File: src/sv/record_table_search_sort_defines.svh
// ----------------------------------------------------------------------------
// Record table assertion macros
// Shared concurrent assertion forms for the record table modules.
// ----------------------------------------------------------------------------
`ifndef RECORD_TABLE_SEARCH_SORT_DEFINES_SVH
`define RECORD_TABLE_SEARCH_SORT_DEFINES_SVH

// The property must hold at every clock edge outside reset.
`define RTS_ASSERT(lbl, prop, msg) \
  lbl: assert property (@(posedge clk_i) disable iff (!rst_ni) prop) else $error(msg);

// The condition must never be true outside reset.
`define RTS_NEVER(lbl, cond, msg) \
  `RTS_ASSERT(lbl, !(cond), msg)

`endif

File: src/sv/rts_pkg.sv
// ----------------------------------------------------------------------------
// Record table package
// Types and command codes shared by the record table modules.
// ----------------------------------------------------------------------------
package rts_pkg;

  typedef logic [1:0]  cmd_t;
  typedef logic [4:0]  slot_t;
  typedef logic [15:0] code_t;
  typedef logic [11:0] year_t;
  typedef logic [15:0] tag_t;

  typedef enum logic [1:0] {
    CMD_STORE  = 2'd0,
    CMD_LIST   = 2'd1,
    CMD_SEARCH = 2'd2,
    CMD_SORT   = 2'd3
  } cmd_e;

  typedef struct packed {
    code_t code;
    year_t year;
    tag_t  tag;
  } rec_t;

  typedef struct packed {
    logic we;
    logic re;
  } mem_req_t;

endpackage

File: src/sv/rts_if.sv
// ----------------------------------------------------------------------------
// Record table channels
// Valid/ready channels for commands into and results out of the record table.
// ----------------------------------------------------------------------------
interface rts_in_if;
  logic          valid;
  logic          ready;
  rts_pkg::cmd_t  command;
  rts_pkg::slot_t slot;
  rts_pkg::code_t code;
  rts_pkg::year_t year;
  rts_pkg::tag_t  tag;

  modport source (output valid, command, slot, code, year, tag, input ready);
  modport sink (input valid, command, slot, code, year, tag, output ready);
endinterface

interface rts_out_if;
  logic          valid;
  logic          ready;
  logic          hit;
  rts_pkg::slot_t slot_res;
  rts_pkg::code_t code_res;
  rts_pkg::year_t year_res;
  rts_pkg::tag_t  tag_res;
  logic          last;

  modport source (output valid, hit, slot_res, code_res, year_res, tag_res, last, input ready);
  modport sink (input valid, hit, slot_res, code_res, year_res, tag_res, last, output ready);
endinterface

File: src/sv/rts_mem.sv
// ----------------------------------------------------------------------------
// Record table memory
// Synchronous record store with one write and one registered read port.
// Entries not written since reset read as zero.
// ----------------------------------------------------------------------------
module rts_mem #(
  parameter int ENTRIES = 32,
  parameter int IW      = 5
) (
  input  logic              clk_i,
  input  logic              rst_ni,
  input  rts_pkg::mem_req_t req_i,
  input  logic [IW-1:0]     waddr_i,
  input  logic [IW-1:0]     raddr_i,
  input  rts_pkg::rec_t     wdata_i,
  output rts_pkg::rec_t     rdata_o
);
  import rts_pkg::*;

  rec_t               mem [ENTRIES];
  logic [ENTRIES-1:0] valid_q;
  rec_t               rdata_q;

  always_ff @(posedge clk_i or negedge rst_ni) begin
    if (!rst_ni) begin
      valid_q <= '0;
    end else if (req_i.we) begin
      valid_q[waddr_i] <= 1'b1;
    end
  end

  always_ff @(posedge clk_i) begin
    if (req_i.we) begin
      mem[waddr_i] <= wdata_i;
    end
    if (req_i.re) begin
      rdata_q <= valid_q[raddr_i] ? mem[raddr_i] : '0;
    end
  end

  assign rdata_o = rdata_q;

endmodule

File: src/sv/rts_seq.sv
// ----------------------------------------------------------------------------
// Record table sequencer
// Walks the record memory for list, search and sort commands and holds the
// result register.
// ----------------------------------------------------------------------------
`include "record_table_search_sort_defines.svh"

module rts_seq #(
  parameter int ENTRIES = 32,
  parameter int IW      = 5
) (
  input  logic              clk_i,
  input  logic              rst_ni,
  rts_in_if.sink            in_i,
  rts_out_if.source         out_o,
  output rts_pkg::mem_req_t mem_req_o,
  output logic [IW-1:0]     waddr_o,
  output logic [IW-1:0]     raddr_o,
  output rts_pkg::rec_t     wdata_o,
  input  rts_pkg::rec_t     rdata_i
);
  import rts_pkg::*;

  typedef enum logic [2:0] {
    S_IDLE,
    S_LIST,
    S_LIST_END,
    S_SEARCH,
    S_SORT_LOAD,
    S_SORT_STEP,
    S_SORT_END
  } state_e;

  state_e        state_q, state_d;
  logic [IW-1:0] idx_q, idx_d;
  logic [IW-1:0] pass_q, pass_d;
  rec_t          carry_q, carry_d;
  code_t         key_q, key_d;
  rec_t          pend_q, pend_d;
  logic [IW-1:0] pend_idx_q, pend_idx_d;
  logic          pend_vld_q, pend_vld_d;
  logic          ov_q, ov_d;
  logic          hit_q, hit_d;
  slot_t         slot_q, slot_d;
  rec_t          rec_q, rec_d;
  logic          last_q, last_d;

  mem_req_t      req;
  logic [IW-1:0] waddr, raddr;
  rec_t          wdata;
  logic          out_free;
  logic          push;
  logic          last_idx;
  logic          swap;
  logic          walk_start;
  logic          sort_state;

  assign out_free = !ov_q || out_o.ready;
  assign last_idx = (idx_q == IW'(ENTRIES - 1));
  assign swap     = carry_q.year > rdata_i.year;
  assign in_i.ready = (state_q == S_IDLE);
  assign walk_start = in_i.valid && in_i.ready && (in_i.command != CMD_STORE);
  assign sort_state = (state_q == S_SORT_STEP) || (state_q == S_SORT_END);

  always_comb begin
    state_d    = state_q;
    idx_d      = idx_q;
    pass_d     = pass_q;
    carry_d    = carry_q;
    key_d      = key_q;
    pend_d     = pend_q;
    pend_idx_d = pend_idx_q;
    pend_vld_d = pend_vld_q;
    ov_d       = ov_q && !out_o.ready;
    hit_d      = hit_q;
    slot_d     = slot_q;
    rec_d      = rec_q;
    last_d     = last_q;
    push       = 1'b0;
    req        = '0;
    waddr      = '0;
    raddr      = '0;
    wdata      = '0;

    unique case (state_q)
      S_IDLE: begin
        if (in_i.valid) begin
          unique case (cmd_e'(in_i.command))
            CMD_STORE: begin
              if (int'(in_i.slot) < ENTRIES) begin
                req.we = 1'b1;
                waddr  = IW'(in_i.slot);
                wdata  = '{code: in_i.code, year: in_i.year, tag: in_i.tag};
              end
            end
            CMD_LIST: begin
              req.re     = 1'b1;
              idx_d      = '0;
              pend_vld_d = 1'b0;
              state_d    = S_LIST;
            end
            CMD_SEARCH: begin
              req.re  = 1'b1;
              idx_d   = '0;
              key_d   = in_i.code;
              state_d = S_SEARCH;
            end
            CMD_SORT: begin
              req.re  = 1'b1;
              pass_d  = '0;
              state_d = S_SORT_LOAD;
            end
          endcase
        end
      end
      S_LIST: begin
        if (!(rdata_i.code != '0 && pend_vld_q && !out_free)) begin
          if (rdata_i.code != '0) begin
            if (pend_vld_q) begin
              push   = 1'b1;
              hit_d  = 1'b1;
              slot_d = 5'(pend_idx_q);
              rec_d  = pend_q;
              last_d = 1'b0;
            end
            pend_d     = rdata_i;
            pend_idx_d = idx_q;
            pend_vld_d = 1'b1;
          end
          if (last_idx) begin
            state_d = S_LIST_END;
          end else begin
            req.re = 1'b1;
            raddr  = idx_q + IW'(1);
            idx_d  = idx_q + IW'(1);
          end
        end
      end
      S_LIST_END: begin
        if (out_free) begin
          push    = 1'b1;
          hit_d   = pend_vld_q;
          slot_d  = pend_vld_q ? 5'(pend_idx_q) : '0;
          rec_d   = pend_vld_q ? pend_q : '0;
          last_d  = 1'b1;
          state_d = S_IDLE;
        end
      end
      S_SEARCH: begin
        if (rdata_i.code == key_q) begin
          if (out_free) begin
            push    = 1'b1;
            hit_d   = 1'b1;
            slot_d  = 5'(idx_q);
            rec_d   = rdata_i;
            last_d  = 1'b1;
            state_d = S_IDLE;
          end
        end else if (last_idx) begin
          if (out_free) begin
            push    = 1'b1;
            hit_d   = 1'b0;
            slot_d  = '0;
            rec_d   = '0;
            last_d  = 1'b1;
            state_d = S_IDLE;
          end
        end else begin
          req.re = 1'b1;
          raddr  = idx_q + IW'(1);
          idx_d  = idx_q + IW'(1);
        end
      end
      S_SORT_LOAD: begin
        carry_d = rdata_i;
        req.re  = 1'b1;
        raddr   = IW'(1);
        idx_d   = '0;
        state_d = S_SORT_STEP;
      end
      S_SORT_STEP: begin
        req.we  = 1'b1;
        waddr   = idx_q;
        wdata   = swap ? rdata_i : carry_q;
        carry_d = swap ? carry_q : rdata_i;
        if (idx_q == IW'(ENTRIES - 2)) begin
          state_d = S_SORT_END;
        end else begin
          req.re = 1'b1;
          raddr  = idx_q + IW'(2);
          idx_d  = idx_q + IW'(1);
        end
      end
      S_SORT_END: begin
        req.we = 1'b1;
        waddr  = IW'(ENTRIES - 1);
        wdata  = carry_q;
        if (pass_q == IW'(ENTRIES - 2)) begin
          state_d = S_IDLE;
        end else begin
          pass_d  = pass_q + IW'(1);
          req.re  = 1'b1;
          raddr   = '0;
          state_d = S_SORT_LOAD;
        end
      end
      default: begin
        state_d = S_IDLE;
      end
    endcase

    if (push) begin
      ov_d = 1'b1;
    end
  end

  always_ff @(posedge clk_i or negedge rst_ni) begin
    if (!rst_ni) begin
      state_q    <= S_IDLE;
      pend_vld_q <= 1'b0;
      ov_q       <= 1'b0;
      idx_q      <= '0;
      pass_q     <= '0;
    end else begin
      state_q    <= state_d;
      pend_vld_q <= pend_vld_d;
      ov_q       <= ov_d;
      idx_q      <= idx_d;
      pass_q     <= pass_d;
    end
  end

  always_ff @(posedge clk_i) begin
    carry_q    <= carry_d;
    key_q      <= key_d;
    pend_q     <= pend_d;
    pend_idx_q <= pend_idx_d;
    hit_q      <= hit_d;
    slot_q     <= slot_d;
    rec_q      <= rec_d;
    last_q     <= last_d;
  end

  assign mem_req_o      = req;
  assign waddr_o        = waddr;
  assign raddr_o        = raddr;
  assign wdata_o        = wdata;
  assign out_o.valid    = ov_q;
  assign out_o.hit      = hit_q;
  assign out_o.slot_res = slot_q;
  assign out_o.code_res = rec_q.code;
  assign out_o.year_res = rec_q.year;
  assign out_o.tag_res  = rec_q.tag;
  assign out_o.last     = last_q;

  `RTS_NEVER(a_rw_same_entry, req.we && req.re && (waddr == raddr), "read and write hit one entry")
  `RTS_NEVER(a_push_over_full, push && ov_q && !out_o.ready, "result register overwritten")
  `RTS_ASSERT(a_busy_after_cmd, walk_start |=> (state_q != S_IDLE), "command did not start")
  `RTS_NEVER(a_write_outside_sort, req.we && state_q != S_IDLE && !sort_state, "stray table write")

endmodule

File: src/sv/record_table_search_sort.sv
// ----------------------------------------------------------------------------
// Record table with search and sort
// A table of records (code, year, tag) with store, list, search and sort.
//
// Commands arrive on in_i and results leave on out_o, both valid/ready.
// One command transaction is taken only while no earlier command is busy.
// Store writes one slot in the cycle it is taken and gives no result.
// List reads one slot per cycle unless a result must wait for the result
// register, and emits every slot with a nonzero code, last marking the final
// one; an empty table gives one result with hit low. Search reads one slot
// per cycle and gives one result: the first slot whose code matches, or a
// miss with hit low once the last slot is read. Sort is a bubble sort by
// year that moves one adjacent pair per cycle through the table memory in
// ENTRIES - 1 passes, and gives no result.
// Reset clears the table at once through per-entry valid bits.
// When the receiver stalls, the result register holds its transaction and
// the walk waits until the register can take the next result.
// ----------------------------------------------------------------------------
module record_table_search_sort #(
  parameter int ENTRIES = 32
) (
  input logic       clk_i,
  input logic       rst_ni,
  rts_in_if.sink    in_i,
  rts_out_if.source out_o
);
  import rts_pkg::*;

  localparam int IW = $clog2(ENTRIES);

  mem_req_t      mem_req;
  logic [IW-1:0] waddr;
  logic [IW-1:0] raddr;
  rec_t          wdata;
  rec_t          rdata;

  rts_mem #(
    .ENTRIES(ENTRIES),
    .IW     (IW)
  ) u_mem (
    .clk_i  (clk_i),
    .rst_ni (rst_ni),
    .req_i  (mem_req),
    .waddr_i(waddr),
    .raddr_i(raddr),
    .wdata_i(wdata),
    .rdata_o(rdata)
  );

  rts_seq #(
    .ENTRIES(ENTRIES),
    .IW     (IW)
  ) u_seq (
    .clk_i    (clk_i),
    .rst_ni   (rst_ni),
    .in_i     (in_i),
    .out_o    (out_o),
    .mem_req_o(mem_req),
    .waddr_o  (waddr),
    .raddr_o  (raddr),
    .wdata_o  (wdata),
    .rdata_i  (rdata)
  );

endmodule

File: src/flat_wrapper.sv
// flat-port wrapper written by rule: the top's interface ports become plain ports
module record_table_search_sort_flat import rts_pkg::*;
#(
  parameter int ENTRIES = 32
)
  (clk_i, rst_ni, in_i_valid, in_i_command, in_i_slot, in_i_code, in_i_year, in_i_tag, in_i_ready, out_o_valid, out_o_hit, out_o_slot_res, out_o_code_res, out_o_year_res, out_o_tag_res, out_o_last, out_o_ready);
  rts_in_if in_i_i ();
  rts_out_if out_o_i ();
  input logic clk_i;
  input logic rst_ni;
  input wire logic [$bits(in_i_i.valid)-1:0] in_i_valid;
  input wire logic [$bits(in_i_i.command)-1:0] in_i_command;
  input wire logic [$bits(in_i_i.slot)-1:0] in_i_slot;
  input wire logic [$bits(in_i_i.code)-1:0] in_i_code;
  input wire logic [$bits(in_i_i.year)-1:0] in_i_year;
  input wire logic [$bits(in_i_i.tag)-1:0] in_i_tag;
  output wire logic [$bits(in_i_i.ready)-1:0] in_i_ready;
  output wire logic [$bits(out_o_i.valid)-1:0] out_o_valid;
  output wire logic [$bits(out_o_i.hit)-1:0] out_o_hit;
  output wire logic [$bits(out_o_i.slot_res)-1:0] out_o_slot_res;
  output wire logic [$bits(out_o_i.code_res)-1:0] out_o_code_res;
  output wire logic [$bits(out_o_i.year_res)-1:0] out_o_year_res;
  output wire logic [$bits(out_o_i.tag_res)-1:0] out_o_tag_res;
  output wire logic [$bits(out_o_i.last)-1:0] out_o_last;
  input wire logic [$bits(out_o_i.ready)-1:0] out_o_ready;
  assign in_i_i.valid = in_i_valid;
  assign in_i_i.command = in_i_command;
  assign in_i_i.slot = in_i_slot;
  assign in_i_i.code = in_i_code;
  assign in_i_i.year = in_i_year;
  assign in_i_i.tag = in_i_tag;
  assign in_i_ready = in_i_i.ready;
  assign out_o_valid = out_o_i.valid;
  assign out_o_hit = out_o_i.hit;
  assign out_o_slot_res = out_o_i.slot_res;
  assign out_o_code_res = out_o_i.code_res;
  assign out_o_year_res = out_o_i.year_res;
  assign out_o_tag_res = out_o_i.tag_res;
  assign out_o_last = out_o_i.last;
  assign out_o_i.ready = out_o_ready;
  record_table_search_sort #(.ENTRIES(ENTRIES)) u_core (.clk_i(clk_i), .rst_ni(rst_ni), .in_i(in_i_i), .out_o(out_o_i));
endmodule
File: config.mk
export PLATFORM = sky130hd
export DESIGN_NAME = record_table_search_sort_flat
export DESIGN_NICKNAME = d
export VERILOG_FILES = /design/src/sv/rts_pkg.sv /design/src/sv/rts_if.sv /design/src/sv/rts_mem.sv /design/src/sv/rts_seq.sv /design/src/sv/record_table_search_sort.sv /design/src/flat_wrapper.sv
export VERILOG_INCLUDE_DIRS = /design/src /design/src/sv
export SDC_FILE = /design/constraint.sdc
export NUM_CORES = 2
export LEC_CHECK = 0
export ABC_AREA = 0
export BUFFER_PORTS_ARGS = -buffer_cell sky130_fd_sc_hd__buf_4
export CORE_UTILIZATION = 25
export CTS_BUF_LIST = sky130_fd_sc_hd__clkbuf_8
export DETAILED_ROUTE_END_ITERATION = 10
export GPL_TIMING_DRIVEN = 1
export HOLD_SLACK_MARGIN = 0.02
export PLACE_DENSITY = 0.46
export SETUP_SLACK_MARGIN = 0.2
export SYNTH_ARGS = -nofsm -noshare
export SYNTH_HDL_FRONTEND = slang
export SYNTH_SLANG_ARGS = --single-unit
File: constraint.sdc
create_clock -name clk_i -period 8.85 [get_ports clk_i]
set_input_delay 1.77 -clock clk_i [delete_from_list [all_inputs] [get_ports clk_i]]
set_output_delay 1.77 -clock clk_i [all_outputs]
set_load 0.01 [all_outputs]
==> results_dict.tcl <==
set metrics [dict create \
    rsz0062_at_grt "no" \
    viasPerCell 4.79 \
    crit_fanout 49 \
    final_core_util 0.291 \
    insertion_delay_ns 1.03 \
    start_util 0.252 \
    netlist_instances 4560 \
    synth_edf_count 1612 \
    ys.flop_type "edfxtp_1" \
    synth_nets 4639 \
    yosysSeqAreaShare 0.755 \
    die_h_um 515 \
    crit_type "reg -> reg" \
    cts.sinks 1659 \
    wirelength_um 208000 \
    hold_slack_ns 0.467 \
    layout-drive-gt1-share 0.129 \
    htreeDepth 5 \
    std_cell_rows 187 \
    hpwl_um 120000 \
    dr.pass1.iters 5 \
    fp.coreArea_mm2 0.260 \
    final_common_cell "edfxtp_1" \
    area_growth_pct 15.3 \
    cts_setup_buffers 0 \
    finalNonFillerCells 8440 \
    grt_use_met3 0.0310 \
    gr-total-overflow 0 \
    netlist_area_mm2 0.0657 \
    use_met1 0.233 \
    fin_area_mm2 0.0757 \
    layout.nets 4839 \
    met2_usage 0.221 \
    cts_tree "built" \
    synth.ff_latch_count 1659 \
    grt_pass1_vias 38500 \
    maxCapViolCount 0 \
    track_usage 0.153 \
    cts_buffers 291 \
    avgSynthCellArea_um2 14.4 \
    drc_errors 0 \
    postPlaceCellArea_mm2 0.0708 \
    antenna_found_initial 10 \
    fin_crit_ns 5.77 \
    grt_max_degree 160 \
    final.setup_skew_ns 0.0852 \
    fin_tns_setup_ns 0 \
    cts_root_buf "clkbuf_8" \
    ir_drop_mv 0.359 \
    io_buffers 107 \
    netlist-cell-type-count 63 \
    dieArea_mm2 0.265 \
    async_reset_ff_frac 0.0283 \
    path_clk_slew_ns 0.06 \
    cts_hold_buf 0 \
    die_x_um 515 \
    fin_crit_sh 0.652 \
    gp_congestion 0.802 \
    finalHoldViolations 0 \
    crit_path_start_kind "flip-flop" \
    ios 108 \
    fmax_mhz 173 \
    detail-route-antenna-nets 0 \
    drt_iter0_markers 4284 \
    power_density_mw_per_mm2 363 \
    hold_class "reg -> reg" \
    final_max_slew_viol_count 0 \
    busiest_layer "met1" \
    critical_path_arrival_ns 6.46 \
    p_leak_uw 0.0262 \
    slew_headroom 0.0792 \
    required_ns 9.54 \
    layout_common_cells "edfxtp_1 (1612), nand2_1 (1135), clkbuf_8 (301)" \
    wl_per_cell_um 24.7 \
    cts_resized 0 \
    setup_viol 0 \
    vias 40400 \
    cp-end-kind "flip-flop" \
    worst_pin_slew_ns 1.38 \
    outcome "completed" \
    clock_path_buffers 4 \
    yosysWarnings 0 \
    placed_cells 7963 \
    grt_pass1_wl_um 295000 \
]
==> registers in the layout (all words and copies together) (netlist names), 12 cells and up <==
| name | count |
|---|---|
| u_core.u_mem.mem | 1408 |
| u_core.u_seq.pend_q | 44 |
| u_core.u_mem.rdata_o | 44 |
| u_core.u_seq.out_o.code_res | 16 |
| u_core.u_seq.key_q | 16 |
| u_core.u_mem.valid_q | 32 |
| u_core.u_seq.out_o.year_res | 12 |
| u_core.u_seq.carry_q | 44 |
| u_core.u_seq.out_o.tag_res | 16 |
==> critical path: stages (launching register included) <==
cell and delay (ns):
dfrtp_1 0.65, ha_1 0.39, and3_1 0.20, ha_1 0.21, or2_0 0.28, a31oi_2 0.22
a31oi_4 0.15, o22a_4 0.58, nor2_4 1.05, a221oi_2 0.21, a221oi_4 0.73, buf_4 0.55
a211oi_1 0.10
==> final cells by class <==
class                           count  area (µm²)
Fill cell                       26200      185000
Sequential cell                  1659       49600
Clock buffer                      301        4140
Tap cell                         3496        4370
Clock inverter                    175         742
Multi-Input combinational cell   2579       15100
Timing Repair Buffer              206        1630
Antenna cell                        1        2.50
Inverter                           23        86.3
==> through the flow <==
stage                     worst slack [ns]  total power, µW
after floorplan                       1.01            16900
after global placement                2.66            21300
after detailed placement              2.57            21400
after CTS                             3.08            27600
after global routing                  2.86            28700
final                                 3.08            27500
==> cell families (layout without fill, tap and decap cells) <==
logic type      after synthesis  in the layout  synth area share
compound gates              560            560            0.0745
mux                         147            147            0.0224
buf+inv                     322            705            0.0213
other cells                   0              1                 0
simple gates               1827           1827             0.119
fa+ha+maj                    24             24           0.00457
flops                      1659           1659             0.755
xor+xnor                     21             21           0.00280
==> worst paths after layout <==
check	start	to	slack [ns]	cells after the start
worst max register to register	u_core.u_seq.idx_q[1]	u_core.u_mem.rdata_o[31]	3.08	12
worst min-delay path	u_core.u_mem.valid_q[17]	u_core.u_mem.valid_q[17]	0.47	1
worst max-delay path	u_core.u_seq.idx_q[1]	u_core.u_mem.rdata_o[31]	3.08	12
min in group asynchronous	rst_ni	u_core.u_seq.out_o.valid	0.79	1
max in group asynchronous	rst_ni	u_core.u_mem.valid_q[15]	7.50	1
worst min register to register	u_core.u_mem.valid_q[17]	u_core.u_mem.valid_q[17]	0.47	1
==> routing by layer <==
layer | up-vias | routed length (µm)
met5 | - | 0
met2 | 1557 | 88600
met4 | 0 | 3400
li1 | 17700 | -
met3 | 239 | 16000
met1 | 20900 | 100000
==> report_power, final <==
| part | internal [µW] | switching (µW) | leakage [µW] | total, µW |
|---|---|---|---|---|
| Sequential | 10500 | 631 | 0.0155 | 11200 |
| Clock | 3170 | 3070 | 0.00283 | 6240 |
| Combinational | 2680 | 7390 | 0.00785 | 10100 |
| Total | 16400 | 11100 | 0.0262 | 27500 |
==> Yosys cell counts, drive strengths merged (35+ instances only) <==
library cell	instances	area (µm²)
nand3	234	1170
nand2	1138	4270
o211ai	45	338
a32o	131	1310
dfrtp	47	1180
mux2i	146	1460
nand4	189	1180
o22a	44	385
clkbuf	170	639
o2111ai	44	385
o32a	45	450
or2	35	219
a22o	93	815
nor2	187	702
a211oi	45	338
edfxtp	1612	48400
a21o	51	383
buf	129	674
Note: power is estimated with default switching activity, not from simulation.
